File: config.mk
export PLATFORM = sky130hd
export DESIGN_NAME = source_route_packet_step_core
export DESIGN_NICKNAME = d
export VERILOG_FILES = /design/src/srps_pkg.sv /design/src/source_route_packet_step_core.sv
export SDC_FILE = /design/constraint.sdc
export NUM_CORES = 1
export LEC_CHECK = 0
export ABC_AREA = 1
export BUFFER_PORTS_ARGS = -buffer_cell sky130_fd_sc_hd__buf_2
export CAP_MARGIN = 25
export CORE_ASPECT_RATIO = 0.5
export CORE_MARGIN = 8
export CORE_UTILIZATION = 38
export DETAILED_ROUTE_END_ITERATION = 10
export HOLD_SLACK_MARGIN = 0.12
export SLEW_MARGIN = 30
export SYNTH_ARGS = -nofsm -noshare
export SYNTH_HDL_FRONTEND = slang
export SYNTH_SLANG_ARGS = --single-unit
File: constraint.sdc
create_clock -name clk_i -period 6.15 [get_ports clk_i]
set_clock_uncertainty 0.05 [all_clocks]
set_input_delay 0.9225 -clock clk_i [delete_from_list [all_inputs] [get_ports clk_i]]
set_output_delay 0.9225 -clock clk_i [all_outputs]
set_load 0.005 [all_outputs]
File: src/srps_pkg.sv
// shared types and codes for the source route packet step core
// no dependencies; imported by source_route_packet_step_core
package srps_pkg;

  typedef logic [31:0] addr_t;
  typedef logic [2:0]  code_t;

  // packet type codes
  localparam code_t PTYPE_REQUEST = 3'd0;
  localparam code_t PTYPE_REPLY   = 3'd1;
  localparam code_t PTYPE_ERROR   = 3'd2;
  localparam code_t PTYPE_DATA    = 3'd3;

  // verdict codes
  localparam code_t VERDICT_DROP     = 3'd0;
  localparam code_t VERDICT_FORWARD  = 3'd1;
  localparam code_t VERDICT_REPLY    = 3'd2;
  localparam code_t VERDICT_ERROR    = 3'd3;
  localparam code_t VERDICT_DATA     = 3'd4;
  localparam code_t VERDICT_OVERFLOW = 3'd5;

  // configuration register indexes
  localparam logic CFG_OWN_ADDRESS       = 1'b0;
  localparam logic CFG_BROADCAST_ADDRESS = 1'b1;

endpackage

File: src/source_route_packet_step_core.sv
// route-record step of a source-routing node: entry matching, record store and replay
// depends on srps_pkg (types, packet type and verdict codes)
//
//   channel | direction | handshake               | payload
//   --------+-----------+-------------------------+------------------------------------------
//   in      | input     | in_valid_i / in_stall_o | packet_type, source/dest/entry_address,
//           |           |                         | last_entry
//   out     | output    | out_valid_o/out_stall_i | verdict, type_out, source_out, dest_out,
//           |           |                         | route_entry, route_length, next_hop, last
//   cfg     | input     | cfg_we_i                | cfg_index_i, cfg_data_i
//
// each entry is taken in the accept state, then makes one pass through the shared address compare
// after the last entry a judge step decides the packet on the same comparator, then each result
// goes through store read, load and present, and stays presented while out_stall_i is held high
// a drop or overflow result skips the store read and is presented right after the judge cycle
// in_stall_o stays high from an accept until its match pass ends, and from the last entry until
// the final result transaction of the packet completes
// the route store needs no clearing pass; reset clears control and header state at once
module source_route_packet_step_core #(
  parameter int MAX_ROUTE     = 16,
  parameter int ADDRESS_BYTES = 4,
  localparam int LW = $clog2(MAX_ROUTE + 2)
) (
  input  logic            clk_i,
  input  logic            rst_ni,
  // configuration
  input  logic            cfg_we_i,
  input  logic            cfg_index_i,
  input  srps_pkg::addr_t cfg_data_i,
  // input channel
  input  logic            in_valid_i,
  output logic            in_stall_o,
  input  srps_pkg::code_t packet_type_i,
  input  srps_pkg::addr_t source_address_i,
  input  srps_pkg::addr_t dest_address_i,
  input  srps_pkg::addr_t entry_address_i,
  input  logic            last_entry_i,
  // output channel
  output logic            out_valid_o,
  input  logic            out_stall_i,
  output srps_pkg::code_t verdict_o,
  output srps_pkg::code_t type_out_o,
  output srps_pkg::addr_t source_out_o,
  output srps_pkg::addr_t dest_out_o,
  output srps_pkg::addr_t route_entry_o,
  output logic [LW-1:0]   route_length_o,
  output srps_pkg::addr_t next_hop_o,
  output logic            last_o
);
  import srps_pkg::*;

  localparam int CW = $clog2(MAX_ROUTE + 1);
  localparam int IW = $clog2(MAX_ROUTE);
  localparam addr_t ADDR_MASK = (ADDRESS_BYTES >= 4) ? 32'hFFFF_FFFF :
                                32'((64'd1 << (8 * ADDRESS_BYTES)) - 64'd1);

  typedef enum logic [2:0] {
    S_IN,
    S_MATCH,
    S_JUDGE,
    S_FETCH,
    S_LOAD,
    S_OUT
  } state_e;

  state_e        state_q;
  addr_t         own_q, bcast_q;
  addr_t         entry_q;
  logic          last_in_q;
  code_t         hdr_type_q;
  addr_t         hdr_src_q, hdr_dst_q;
  logic [CW-1:0] cnt_q;
  logic          own_seen_q, found_q, ovf_q;
  addr_t         prev_q, rhop_q, held_q;
  logic          append_q;
  logic [CW-1:0] rd_idx_q;
  addr_t         rd_data_q;
  addr_t         route_mem [MAX_ROUTE];

  code_t         verdict_q, type_q;
  addr_t         src_out_q, dst_out_q, rentry_q, hop_q;
  logic [LW-1:0] len_q;
  logic          last_q;

  addr_t         own_m;
  addr_t         cmp_a;
  logic          cmp_eq;
  logic          later;
  logic          store_ok;
  logic          mem_we;
  logic          last_hit;
  logic          in_acc, out_acc;
  addr_t         reply_hop;

  assign own_m    = own_q & ADDR_MASK;
  // one comparator: record entries while matching, header destination while judging
  assign cmp_a    = (state_q == S_MATCH) ? entry_q : hdr_dst_q;
  assign cmp_eq   = (cmp_a == own_m);
  assign later    = (cnt_q != '0) || ovf_q;
  assign store_ok = !ovf_q && (cnt_q < CW'(MAX_ROUTE));
  assign mem_we   = (state_q == S_MATCH) && store_ok;
  assign last_hit = append_q ? (rd_idx_q == cnt_q) : (rd_idx_q == (cnt_q - CW'(1)));
  assign in_acc   = in_valid_i && !in_stall_o;
  assign out_acc  = out_valid_o && !out_stall_i;
  assign reply_hop = (found_q || (cnt_q >= CW'(2))) ? rhop_q : held_q;

  assign in_stall_o     = (state_q != S_IN);
  assign out_valid_o    = (state_q == S_OUT);
  assign verdict_o      = verdict_q;
  assign type_out_o     = type_q;
  assign source_out_o   = src_out_q;
  assign dest_out_o     = dst_out_q;
  assign route_entry_o  = rentry_q;
  assign route_length_o = len_q;
  assign next_hop_o     = hop_q;
  assign last_o         = last_q;

  // route record store, registered read
  always_ff @(posedge clk_i) begin
    if (mem_we) begin
      route_mem[cnt_q[IW-1:0]] <= entry_q;
    end
    rd_data_q <= route_mem[rd_idx_q[IW-1:0]];
  end

  always_ff @(posedge clk_i or negedge rst_ni) begin
    if (!rst_ni) begin
      state_q    <= S_IN;
      own_q      <= '0;
      bcast_q    <= '1;
      entry_q    <= '0;
      last_in_q  <= 1'b0;
      hdr_type_q <= '0;
      hdr_src_q  <= '0;
      hdr_dst_q  <= '0;
      cnt_q      <= '0;
      own_seen_q <= 1'b0;
      found_q    <= 1'b0;
      ovf_q      <= 1'b0;
      prev_q     <= '0;
      rhop_q     <= '0;
      held_q     <= '0;
      append_q   <= 1'b0;
      rd_idx_q   <= '0;
      verdict_q  <= '0;
      type_q     <= '0;
      src_out_q  <= '0;
      dst_out_q  <= '0;
      rentry_q   <= '0;
      hop_q      <= '0;
      len_q      <= '0;
      last_q     <= 1'b0;
    end else begin
      if (cfg_we_i) begin
        unique case (cfg_index_i)
          CFG_OWN_ADDRESS:       own_q   <= cfg_data_i;
          CFG_BROADCAST_ADDRESS: bcast_q <= cfg_data_i;
          default: ;
        endcase
      end

      unique case (state_q)
        S_IN: begin
          if (in_acc) begin
            entry_q   <= entry_address_i & ADDR_MASK;
            last_in_q <= last_entry_i;
            // header comes from the first entry of a packet only
            if (!later) begin
              hdr_type_q <= packet_type_i;
              hdr_src_q  <= source_address_i & ADDR_MASK;
              hdr_dst_q  <= dest_address_i & ADDR_MASK;
            end
            state_q <= S_MATCH;
          end
        end

        S_MATCH: begin
          if (!found_q && (cnt_q != '0) && !ovf_q) begin
            rhop_q <= prev_q;
          end
          if (cmp_eq) begin
            own_seen_q <= 1'b1;
            if (later) begin
              found_q <= 1'b1;
            end
          end
          if (store_ok) begin
            prev_q <= entry_q;
            cnt_q  <= cnt_q + CW'(1);
          end else begin
            ovf_q <= 1'b1;
          end
          state_q <= last_in_q ? S_JUDGE : S_IN;
        end

        S_JUDGE: begin
          rd_idx_q  <= '0;
          type_q    <= hdr_type_q;
          src_out_q <= hdr_src_q;
          dst_out_q <= hdr_dst_q;
          rentry_q  <= '0;
          hop_q     <= held_q;
          len_q     <= LW'(cnt_q);
          append_q  <= 1'b0;
          last_q    <= 1'b1;
          if (ovf_q) begin
            verdict_q <= VERDICT_OVERFLOW;
            len_q     <= '0;
            state_q   <= S_OUT;
          end else if ((hdr_type_q == PTYPE_REQUEST) && !own_seen_q) begin
            append_q <= 1'b1;
            len_q    <= LW'(cnt_q) + LW'(1);
            last_q   <= 1'b0;
            if (cmp_eq) begin
              // request reached its target: turn it into a reply
              verdict_q <= VERDICT_REPLY;
              type_q    <= PTYPE_REPLY;
              src_out_q <= hdr_dst_q;
              dst_out_q <= hdr_src_q;
              hop_q     <= prev_q;
              held_q    <= prev_q;
            end else begin
              verdict_q <= VERDICT_FORWARD;
              hop_q     <= bcast_q;
              held_q    <= bcast_q;
            end
            state_q <= S_FETCH;
          end else if ((hdr_type_q == PTYPE_REPLY) && !cmp_eq) begin
            verdict_q <= VERDICT_REPLY;
            hop_q     <= reply_hop;
            held_q    <= reply_hop;
            last_q    <= 1'b0;
            state_q   <= S_FETCH;
          end else if (hdr_type_q == PTYPE_ERROR) begin
            verdict_q <= VERDICT_ERROR;
            last_q    <= 1'b0;
            state_q   <= S_FETCH;
          end else if (hdr_type_q == PTYPE_DATA) begin
            verdict_q <= VERDICT_DATA;
            last_q    <= 1'b0;
            state_q   <= S_FETCH;
          end else begin
            // dropped request, finished reply or unknown type
            verdict_q <= VERDICT_DROP;
            state_q   <= S_OUT;
          end
        end

        S_FETCH: begin
          state_q <= S_LOAD;
        end

        S_LOAD: begin
          rentry_q <= (append_q && (rd_idx_q == cnt_q)) ? own_m : rd_data_q;
          last_q   <= last_hit;
          state_q  <= S_OUT;
        end

        S_OUT: begin
          if (out_acc) begin
            if (last_q) begin
              cnt_q      <= '0;
              own_seen_q <= 1'b0;
              rhop_q     <= '0;
              found_q    <= 1'b0;
              ovf_q      <= 1'b0;
              state_q    <= S_IN;
            end else begin
              rd_idx_q <= rd_idx_q + CW'(1);
              state_q  <= S_FETCH;
            end
          end
        end

        default: state_q <= S_IN;
      endcase
    end
  end

  // no input transaction while a result is pending
  a_no_accept_during_output: assert property (@(posedge clk_i) disable iff (!rst_ni)
    out_valid_o |-> in_stall_o)
    else $error("input taken while a result is pending");

  a_count_bounded: assert property (@(posedge clk_i) disable iff (!rst_ni)
    cnt_q <= CW'(MAX_ROUTE))
    else $error("route count beyond capacity");

  a_overflow_single: assert property (@(posedge clk_i) disable iff (!rst_ni)
    (out_valid_o && (verdict_o == VERDICT_OVERFLOW)) |-> (last_o && (route_length_o == '0)))
    else $error("overflow verdict must be a single result of length zero");

  a_ready_after_last: assert property (@(posedge clk_i) disable iff (!rst_ni)
    (out_acc && last_o) |=> (!in_stall_o && (cnt_q == '0) && !ovf_q))
    else $error("packet state not cleared after final result");

  a_length_bounded: assert property (@(posedge clk_i) disable iff (!rst_ni)
    out_valid_o |-> (route_length_o <= LW'(MAX_ROUTE + 1)))
    else $error("route length out of range");

endmodule
# ---- After elaboration in Yosys (flattened, before gate mapping)
# Memories as Yosys holds them, arrays and structs flattened. A register that Yosys moved wholly into a read port is not among the register bits.
# Index checks and enable logic that the tools add are counted.
dict set report totals {
  reg_bits 385
  output_inout_bits 142
  ramBits 512
  inputBits 138
  memories 1
  word_cells 158
}
dict set report classes {
  n_bitwise 3
  addsub 3
  eq_ne 20
  order_cmp 2
  n_reduce_logical 39
  n_mux 66
}
# memory words word_bits rd rd_ports_with_merged_regs write_ports line
set mem_list {}
lappend mem_list {route_mem 16 32 1 1 1 source_route_packet_step_core.sv:78} ;# addr_t route_mem [MAX_ROUTE];
# op n
set ops {}
lappend ops {{$mux 32} 16}
lappend ops {{$pmux 32 s2} 2}
lappend ops {{$mux 3} 15}
lappend ops {{$mux 5} 7}
lappend ops {{$eq 32x32->1} 1}
lappend ops {{$pmux 5 s2} 2}
lappend ops {{$reduce_and 4->1} 5}
lappend ops {{$pmux 3 s6} 1}
lappend ops {{$mux 1} 16}
lappend ops {{$eq 3x2->1 const B} 4}
lappend ops {{$ne 2x2->1 const B} 6}
lappend ops {{$add 5x1->5 const B} 2}
lappend ops {{$eq 5x5->1} 2}
lappend ops {{$reduce_and 2->1} 5}
lappend ops {{$reduce_bool 2->1} 5}
lappend ops {{$logic_and 1x1->1} 9}
lappend ops {{$pmux 1 s2} 4}
lappend ops {{$eq 3x1->1 const B} 2}
lappend ops {{$eq 3x3->1 const B} 2}
lappend ops {{$logic_not 1->1} 6}
lappend ops {{$logic_not 3->1} 2}
lappend ops {{$mux 2} 3}
lappend ops {{$ne 2x1->1 const B} 3}
lappend ops {{$reduce_and 3->1} 2}
lappend ops {{other kinds (8)} 11}

# ---- Depth between registers and ports, before layout
# Gate-level depths: netlist of the first run.
dict set report logic_depth {
  word_depth 9
  mapped_depth 20
  ltp_nobuf 18
}

# ---- Worst setup path after synthesis of the first run
# OpenSTA, ideal clock, no wires.
dict set report synth_timing {
  path_type {input port to flip-flop}
  startpoint {input out_stall_i}
  endpoint {memory route_mem[3][0] (netlist bit), enable pin}
  setup_time_ns 0.461
  arrival_ns 4.080
  required_ns 5.639
  path_buffers 2
  slack_ns 1.559
  cell_stages 9
  path_cell_list {a21oi_1 nand2_1 inv_1 o21ai_1 nor2_1 inv_1 buf_2 buf_2 nor3_1}
}
# element line
set synth_rtl {}
lappend synth_rtl {{start: declaration} source_route_packet_step_core.sv:40} ;# input logic out_stall_i,
lappend synth_rtl {{end: declaration} source_route_packet_step_core.sv:78}

# ---- Worst setup path after layout of the first run
dict set report layout_timing {
  startpoint {register state_q[0]}
  endpoint {memory route_mem[13][8] (netlist bit), enable pin}
}
dict set report layout_via {
  elab_chain_len 4
}
# element line
set layout_lines {}
lappend layout_lines {{start: declaration} source_route_packet_step_core.sv:66} ;# state_e state_q;
lappend layout_lines {{start signal: assignment} source_route_packet_step_core.sv:193} ;# state_q <= last_in_q ? S_JUDGE : S_IN;
lappend layout_lines {{$eq 3x1->1} source_route_packet_step_core.sv:101} ;# assign mem_we = (state_q == S_MATCH) && store_ok;
lappend layout_lines {{$logic_and 1x1->1} source_route_packet_step_core.sv:101}
lappend layout_lines {{$mux 1} source_route_packet_step_core.sv:120} ;# if (mem_we) begin
lappend layout_lines {{$mux 1 (not written as such)} source_route_packet_step_core.sv:121} ;# route_mem[cnt_q[IW-1:0]] <= entry_q;
# No other way between the ends.

==> results.md, run 1 <==
- Status: complete, no violations
- GRT Util Overall: 20.79%
- Synth warnings: 0
- CP arrival: 4.38 ns
- WL/cell: 22.70 µm
- Worst path bufs/invs: 5
- Worst Tran Pin Value: 1.034 ns
- Synthesized cell area: 0.03785 mm²
- Drt pass-1 iters: 5
- CP cell instances: nand2_1, nor2_2, clkinv_1, buf_4, nor2_1, inv_1, nand2_1, inv_1, o21ai_1, nor2_1, nand2_1, nor2_4, buf_4
- Primary FF master, synth: edfxtp_1
- Total leakage power: 17.72 nW
- R2r endpoint: route_mem[13][8]
- Post-route setup TNS: 0 ns
- CTS tree: built
- Post-CTS sizing: 0
- Post-synth EDFFs: 512
- Syn Nets: 3813
- Post-layout utilization of the core: 44.33%
- Clk root buf: clkbuf_16
- Top delay family on crit path: simple AND/OR/NAND/NOR gates
- Sequential fraction of the synthesis area: 67.88%
- WP data required: 6.41 ns
- H-tree depth: 3
- R2R Path Start: state_q[0]
- Critical-path top delay cell: nor2_4
- Max Cap Violations: 0
- Pins Over Slew Limit: 0
- Share of cells above drive strength 1: 13.75%
- Gpl congestion: 0.9253
- # setup viols final: 0
- Via count: 28460
- Largest net degree at the start of global routing: 145
- Initial antenna violation count: 9
- Rel. slew slack: 30.94%
- Vias per cell: 5.399
- Unrepaired setup endpoints after global routing: no
- Grt ovf: 0
- Worst reg2reg path depth: 13
- First-pass GRT wire length: 176.8 mm
- Post-synth ARST share: 41.44%
- DP Wirelength: 75.19 mm
- Tmin final: 4.115 ns
- PortBufs: 279
- Seq cells post-synth: 929
- Core footprint: 0.09821 mm²
- Post-CTS setup buffer count: 0
- Row Count: 81
- Most frequent cell on the critical path: nand2_1
- Critical Path Start Type: register
- Die X-Extent: 462.3 µm
- Die height: 239.2 µm
- Skew-Pair Late Insertion Delay: 0.67 ns
- Library cells used by synthesis: 40
- Post-route DRC: 0
- Critical path endpoint category: register
- Crit. path cell count: 13
- Initial Util: 38.54%
- Syn Area/Cell: 10.32 µm²
- Top Ports: 280
- Slowest stage delay, CP: 0.70 ns
- Worst-path clk slew: 0.06 ns
- Worst R2R Setup Slack: 2.04 ns
- Synthesized instance count: 3669
- Max FFs per register: 512
- Sinks on Clock Net: 929
- Initial DRC count: 3216
- Peak VDD IR: 0.0002532 V
- Fin crit share: 66.91%
- Max Clk Rate: 243.0 MHz
- Setup CP Type: register to register
- Number of global-route vias before repair: 26850
- CTS max path bufs: 3
- Cts bufs inserted: 87
- Hold Buf Count CTS: 0
- WL final: 119.7 mm
- Worst hold path type: input pin to asynchronous set/reset pin
- Final Net Count: 4006
- Critical path peak fanout: 34
- Die area: 0.1106 mm²
- Final Hold Fails: 0
- Area growth, synth to finish: 15.02%
- Power Density: 473.1 mW/mm²
- Final ANT Viol Nets: 0
## worst max path at each step
| stage | start | endpoint |
|---|---|---|
| after global placement | state_q[2] | next_hop_o[0] |
| after CTS | state_q[2] | next_hop_o[28] |
| after detailed placement | state_q[2] | next_hop_o[28] |
| after floorplan | out_stall_i | route_mem[3][0] |
| final | state_q[0] | route_mem[13][8] |
| after global routing | state_q[0] | route_mem[13][8] |
## cells in the mapped netlist (2+ instances only)
cell | number | area [µm²]
a32o_1 | 2 | 20.02
o21ai_0 | 543 | 2718
buf_4 | 3 | 22.52
nand2_1 | 828 | 3108
a2bb2oi_1 | 2 | 17.52
clkinv_1 | 5 | 18.77
xnor2_1 | 5 | 43.79
dfxtp_1 | 32 | 640.6
o211ai_1 | 14 | 105.1
edfxtp_1 | 512 | 15370
xor2_1 | 6 | 52.55
clkbuf_1 | 176 | 660.6
nand3b_1 | 16 | 120.1
nand3_1 | 182 | 910.9
inv_2 | 2 | 7.510
nand2_2 | 2 | 12.51
nor2_1 | 424 | 1592
o221ai_1 | 52 | 455.4
nand4_1 | 3 | 18.77
a211oi_1 | 2 | 15.01
o21ai_1 | 57 | 285.3
a21oi_1 | 42 | 210.2
buf_2 | 29 | 145.1
nor3_1 | 12 | 60.06
inv_1 | 218 | 818.3
nor3b_1 | 2 | 15.01
buf_1 | 15 | 56.30
nor2_2 | 2 | 12.51
ha_1 | 6 | 75.07
o22ai_1 | 81 | 506.7
dfrtp_1 | 353 | 8833
or2_2 | 2 | 12.51
dfstp_2 | 32 | 840.8
## logic make-up after synthesis
| logic type | after synthesis | share of synthesized area [%] |
|---|---|---|
| multiplexers | 1 | 0.02975 |
| XOR/XNOR | 11 | 0.2545 |
| adder cells (fa/ha/maj) | 6 | 0.1983 |
| flip-flops | 929 | 67.88 |
| buffers and inverters | 449 | 4.598 |
| AND/OR/NAND/NOR | 1477 | 15.58 |
| AO/OA/AOI/OAI | 796 | 11.46 |
## routing by layer
metal  GRT usage (%)  vias to the layer above  part of all wire (%)
met5               0                        -                     0
met4           7.843                        0                   3.8
met3           2.997                      223                   6.7
met2           33.34                     1068                    46
met1           28.81                    14310                    43
li1                -                    12860                     -
## report_power, final
group / switching [mW] / internal [mW]
clock: 2.40 / 3.02
sequential: 1.64 / 8.41
combinational: 3.48 / 1.64
## cells in the final DEF (no fill, tap or decap), types with 8 or more instances in the layout
cell,count
a21oi_1,41
buf_2,278
buf_4,45
clkbuf_1,20
clkbuf_16,92
clkbuf_8,11
clkinv_1,11
clkinv_2,21
dfrtp_1,350
dfstp_2,32
dfxtp_1,32
diode_2,8
edfxtp_1,512
inv_1,211
nand2_1,825
nand3_1,181
nand3b_1,16
nor2_1,412
nor2_4,14
o211ai_1,14
o21ai_0,543
o21ai_1,57
o221ai_1,52
o22ai_1,81
## worst register-to-register path, stage by stage (launching register included)
cell and delay [ns]:
dfrtp_1 0.45, nand2_1 0.20, nor2_2 0.13, clkinv_1 0.06, buf_4 0.40, nor2_1 0.14
inv_1 0.10, nand2_1 0.16, inv_1 0.13, o21ai_1 0.17, nor2_1 0.26, nand2_1 0.32
nor2_4 0.70, buf_4 0.50
## final cells by class
type | instances | area, µm²
Clock buffer | 123 | 2529
Timing Repair Buffer | 328 | 1832
Sequential cell | 929 | 25700
Fill cell | 9178 | 54670
Tap cell | 1328 | 1662
Inverter | 225 | 852.1
Multi-Input combinational cell | 2291 | 10600
Clock inverter | 39 | 345.3
Antenna cell | 8 | 20.02
## per-stage QoR
step           worst slack [ns]  std cells  power [mW]  hold WS [ns]  instance area [µm²]
2_1_floorplan             1.559       3669       12.60        0.4201                37850
3_3_place_gp              1.877       5100       15.06        0.4129                40590
3_5_place_dp              1.764       5100       15.19        0.4151                40600
4_1_cts                   1.740       5262       20.61        0.2622                43480
5_1_grt                   1.817       5267       21.66        0.2811                43520
6_report                  2.035       5271       20.60        0.2170                43530
Note: power is estimated with default switching activity, not from simulation.
==> run 2, diff against run 1 <==
- clock period: 6.15 -> 3.7 ns (I/O delays scaled with it)
==> run 2 against run 1 <==
Against the previous run:
- cell count increased by 2.6%
- worst setup slack got worse by 1.8 ns
- final area increased by 3.5%
- count of clock-buffer cells in the layout increased by 5
- largest cell class unchanged
- first-iteration DRC count decreased by 1.3%
- via count increased by 1.9%
- routed wire length increased by 3.2%
- clock power increased by 77%
- sequential power increased by 59%
- die area unchanged
- sequential cell count unchanged
- critical path depth increased by 6
==> results.md, run 2 (synthesis results as in run 1) <==
- Critical Path Start Type: register
- Placed Instances: 5145
- Die X-Extent: 462.3 µm
- Slowest stage delay, CP: 0.47 ns
- Max Clk Rate: 291.2 MHz
- Post-route setup TNS: 0 ns
- Initial antenna violation count: 10
- First-pass GRT wire length: 182.1 mm
- Via count: 29000
- Die area: 0.1106 mm²
- Met3 routed WL: 9.167 mm
- PortBufs: 279
- Layout fillers: 9022
- DP Wirelength: 77.40 mm
- Initial Util: 38.54%
- WL final: 123.5 mm
- Crit path from: state_q[2]
- WP data required: 4.22 ns
- Footprint of the multi-input gates: 0.01059 mm²
- Setup CP Type: register to register
- Post-CTS setup buffer count: 0
- Pins Over Slew Limit: 0
- CTS max path bufs: 3
- Row Count: 81
- Power Density: 782.4 mW/mm²
- Initial DRC count: 3174
- CP arrival: 3.95 ns
- Final Net Count: 4137
- Skew-Pair Late Insertion Delay: 0.66 ns
- H-tree depth: 3
- WL/cell: 22.85 µm
- Die height: 239.2 µm
- Unrepaired setup endpoints after global routing: no
- Most common cell after layout, fill and taps aside: nand2_1
- Register cell area after layout: 0.02570 mm²
- R2R Path Start: state_q[2]
- Area growth, synth to finish: 18.99%
- Share of cells above drive strength 1: 14.44%
- Total leakage power: 18.42 nW
- Worst Tran Pin Value: 0.9732 ns
- Place WS: 0.3288 ns
- Metal2 WL: 56.98 mm
- Worst reg2reg path depth: 19
- Max FFs per register: 512
- CP cell instances: inv_2, nand3_2, buf_4, nand2_1, nand3_1, nand2_1, inv_1, nand2_1, nor2_1, nand2_1, nor2_1, nand2_2, buf_4, nor2_4, nand2_4, buf_12, nand2_1, nand2_1, o21ai_0
- Fin crit share: 92.80%
- Tmin final: 3.434 ns
- Sinks on Clock Net: 929
- Worst R2R Setup Slack: 0.27 ns
- Hold wc startpoint: cfg_data_i[5]
- Final Hold Fails: 0
- Final setup margin: 0.2663 ns
- Post-route DRC: 0
- Grt ovf: 0
- GRT Util Overall: 21.48%
- Status: complete, no violations
- Cell count of the worst hold path: 3
- Core footprint: 0.09821 mm²
- Final cell count without fillers: 5407
- Cts bufs inserted: 87
- Critical path endpoint category: register
- CTS tree: built
- Gpl congestion: 0.8990
- Final ANT Viol Nets: 0
- Worst-path clk slew: 0.07 ns
- Peak VDD IR: 0.0004265 V
- Most frequent cells in the layout: 824 x nand2_1, 543 x o21ai_0, 512 x edfxtp_1
- Top sig layer: met4
- Worst hold path type: input pin to register
- DRT met1 WL: 52.21 mm
- Rel. slew slack: 35.12%
- Clk root buf: clkbuf_16
- Drt pass-1 iters: 5
- Largest net degree at the start of global routing: 239
- Max Cap Violations: 0
- Number of global-route vias before repair: 28050
- Vias per cell: 5.364
- # setup viols final: 0
- Critical path peak fanout: 129
- Most frequent cell on the critical path: nand2_1
- Top Ports: 280
- Critical-path top delay cell: dfrtp_1
-- run 2: cell types whose count changed in the layout (fill, tap and decap cells not counted), moves of 5 or more --
cell | before | now
clkbuf_8 | 11 | 17
diode_2 | 8 | 13
dlygate4sd3_1 | 0 | 86
bufinv_16 | 3 | 10
buf_4 | 45 | 81
buf_12 | 3 | 10
clkinv_2 | 21 | 11
-- run 2: worst paths after layout --
path / endpoint
max in group asynchronous: bcast_q[4]
worst min register to register: next_hop_o[27]
worst max register to register: source_out_o[29]
worst max-delay path: source_out_o[29]
min in group asynchronous: hdr_dst_q[4]
worst min-delay path: bcast_q[5]
-- run 2: worst max-delay path, delay by kind of cell (launching register included) --
family,cells,cell delay (ns)
flops,1,0.47
simple gates,13,1.32
compound gates,1,0.16
buf+inv,5,1.20
-- run 2: what timing repair did --
action                                  in CTS  in global routing
endpoints found under the setup margin       0                 18
resized for setup                            0                  1
hold buffers                                86                  0
endpoints found under the hold margin      129                  0
-- run 2: where the power goes --
part	switching, mW	leakage, nW	internal [mW]
Sequential	1.89	9.41	14.0
Combinational	6.77	7.52	3.02
Clock	4.03	1.50	5.55
Total	12.7	18.4	22.5
-- run 2: metal layers --
| metal | vias up | track usage, % |
|---|---|---|
| met3 | 237 | 3.625 |
| met4 | 0 | 8.690 |
| li1 | 13130 | - |
| met2 | 1152 | 34.21 |
| met1 | 14480 | 29.41 |
| met5 | - | 0 |
-- run 2: cell type report --
cell class / count / area share, %
sequential: 929 / 57.06
multi-input combinational: 2291 / 23.51
timing repair buffer: 459 / 6.976
clock buffer: 128 / 5.695
tap: 1328 / 3.689
inverter: 225 / 1.886
clock inverter: 34 / 1.111
antenna: 13 / 0.07223
-- run 2: through the flow --
step	hold slack [ns]	area, µm²	utilization, %	power (mW)
final	0.1429	45040	45.86	35.23
after global routing	0.1313	45020	45.85	36.94
after CTS	0.1218	44970	45.79	35.18
after detailed placement	0.4165	41050	41.80	25.58
after global placement	0.4109	41010	41.76	25.34
after floorplan	0.2094	37850	-	20.95
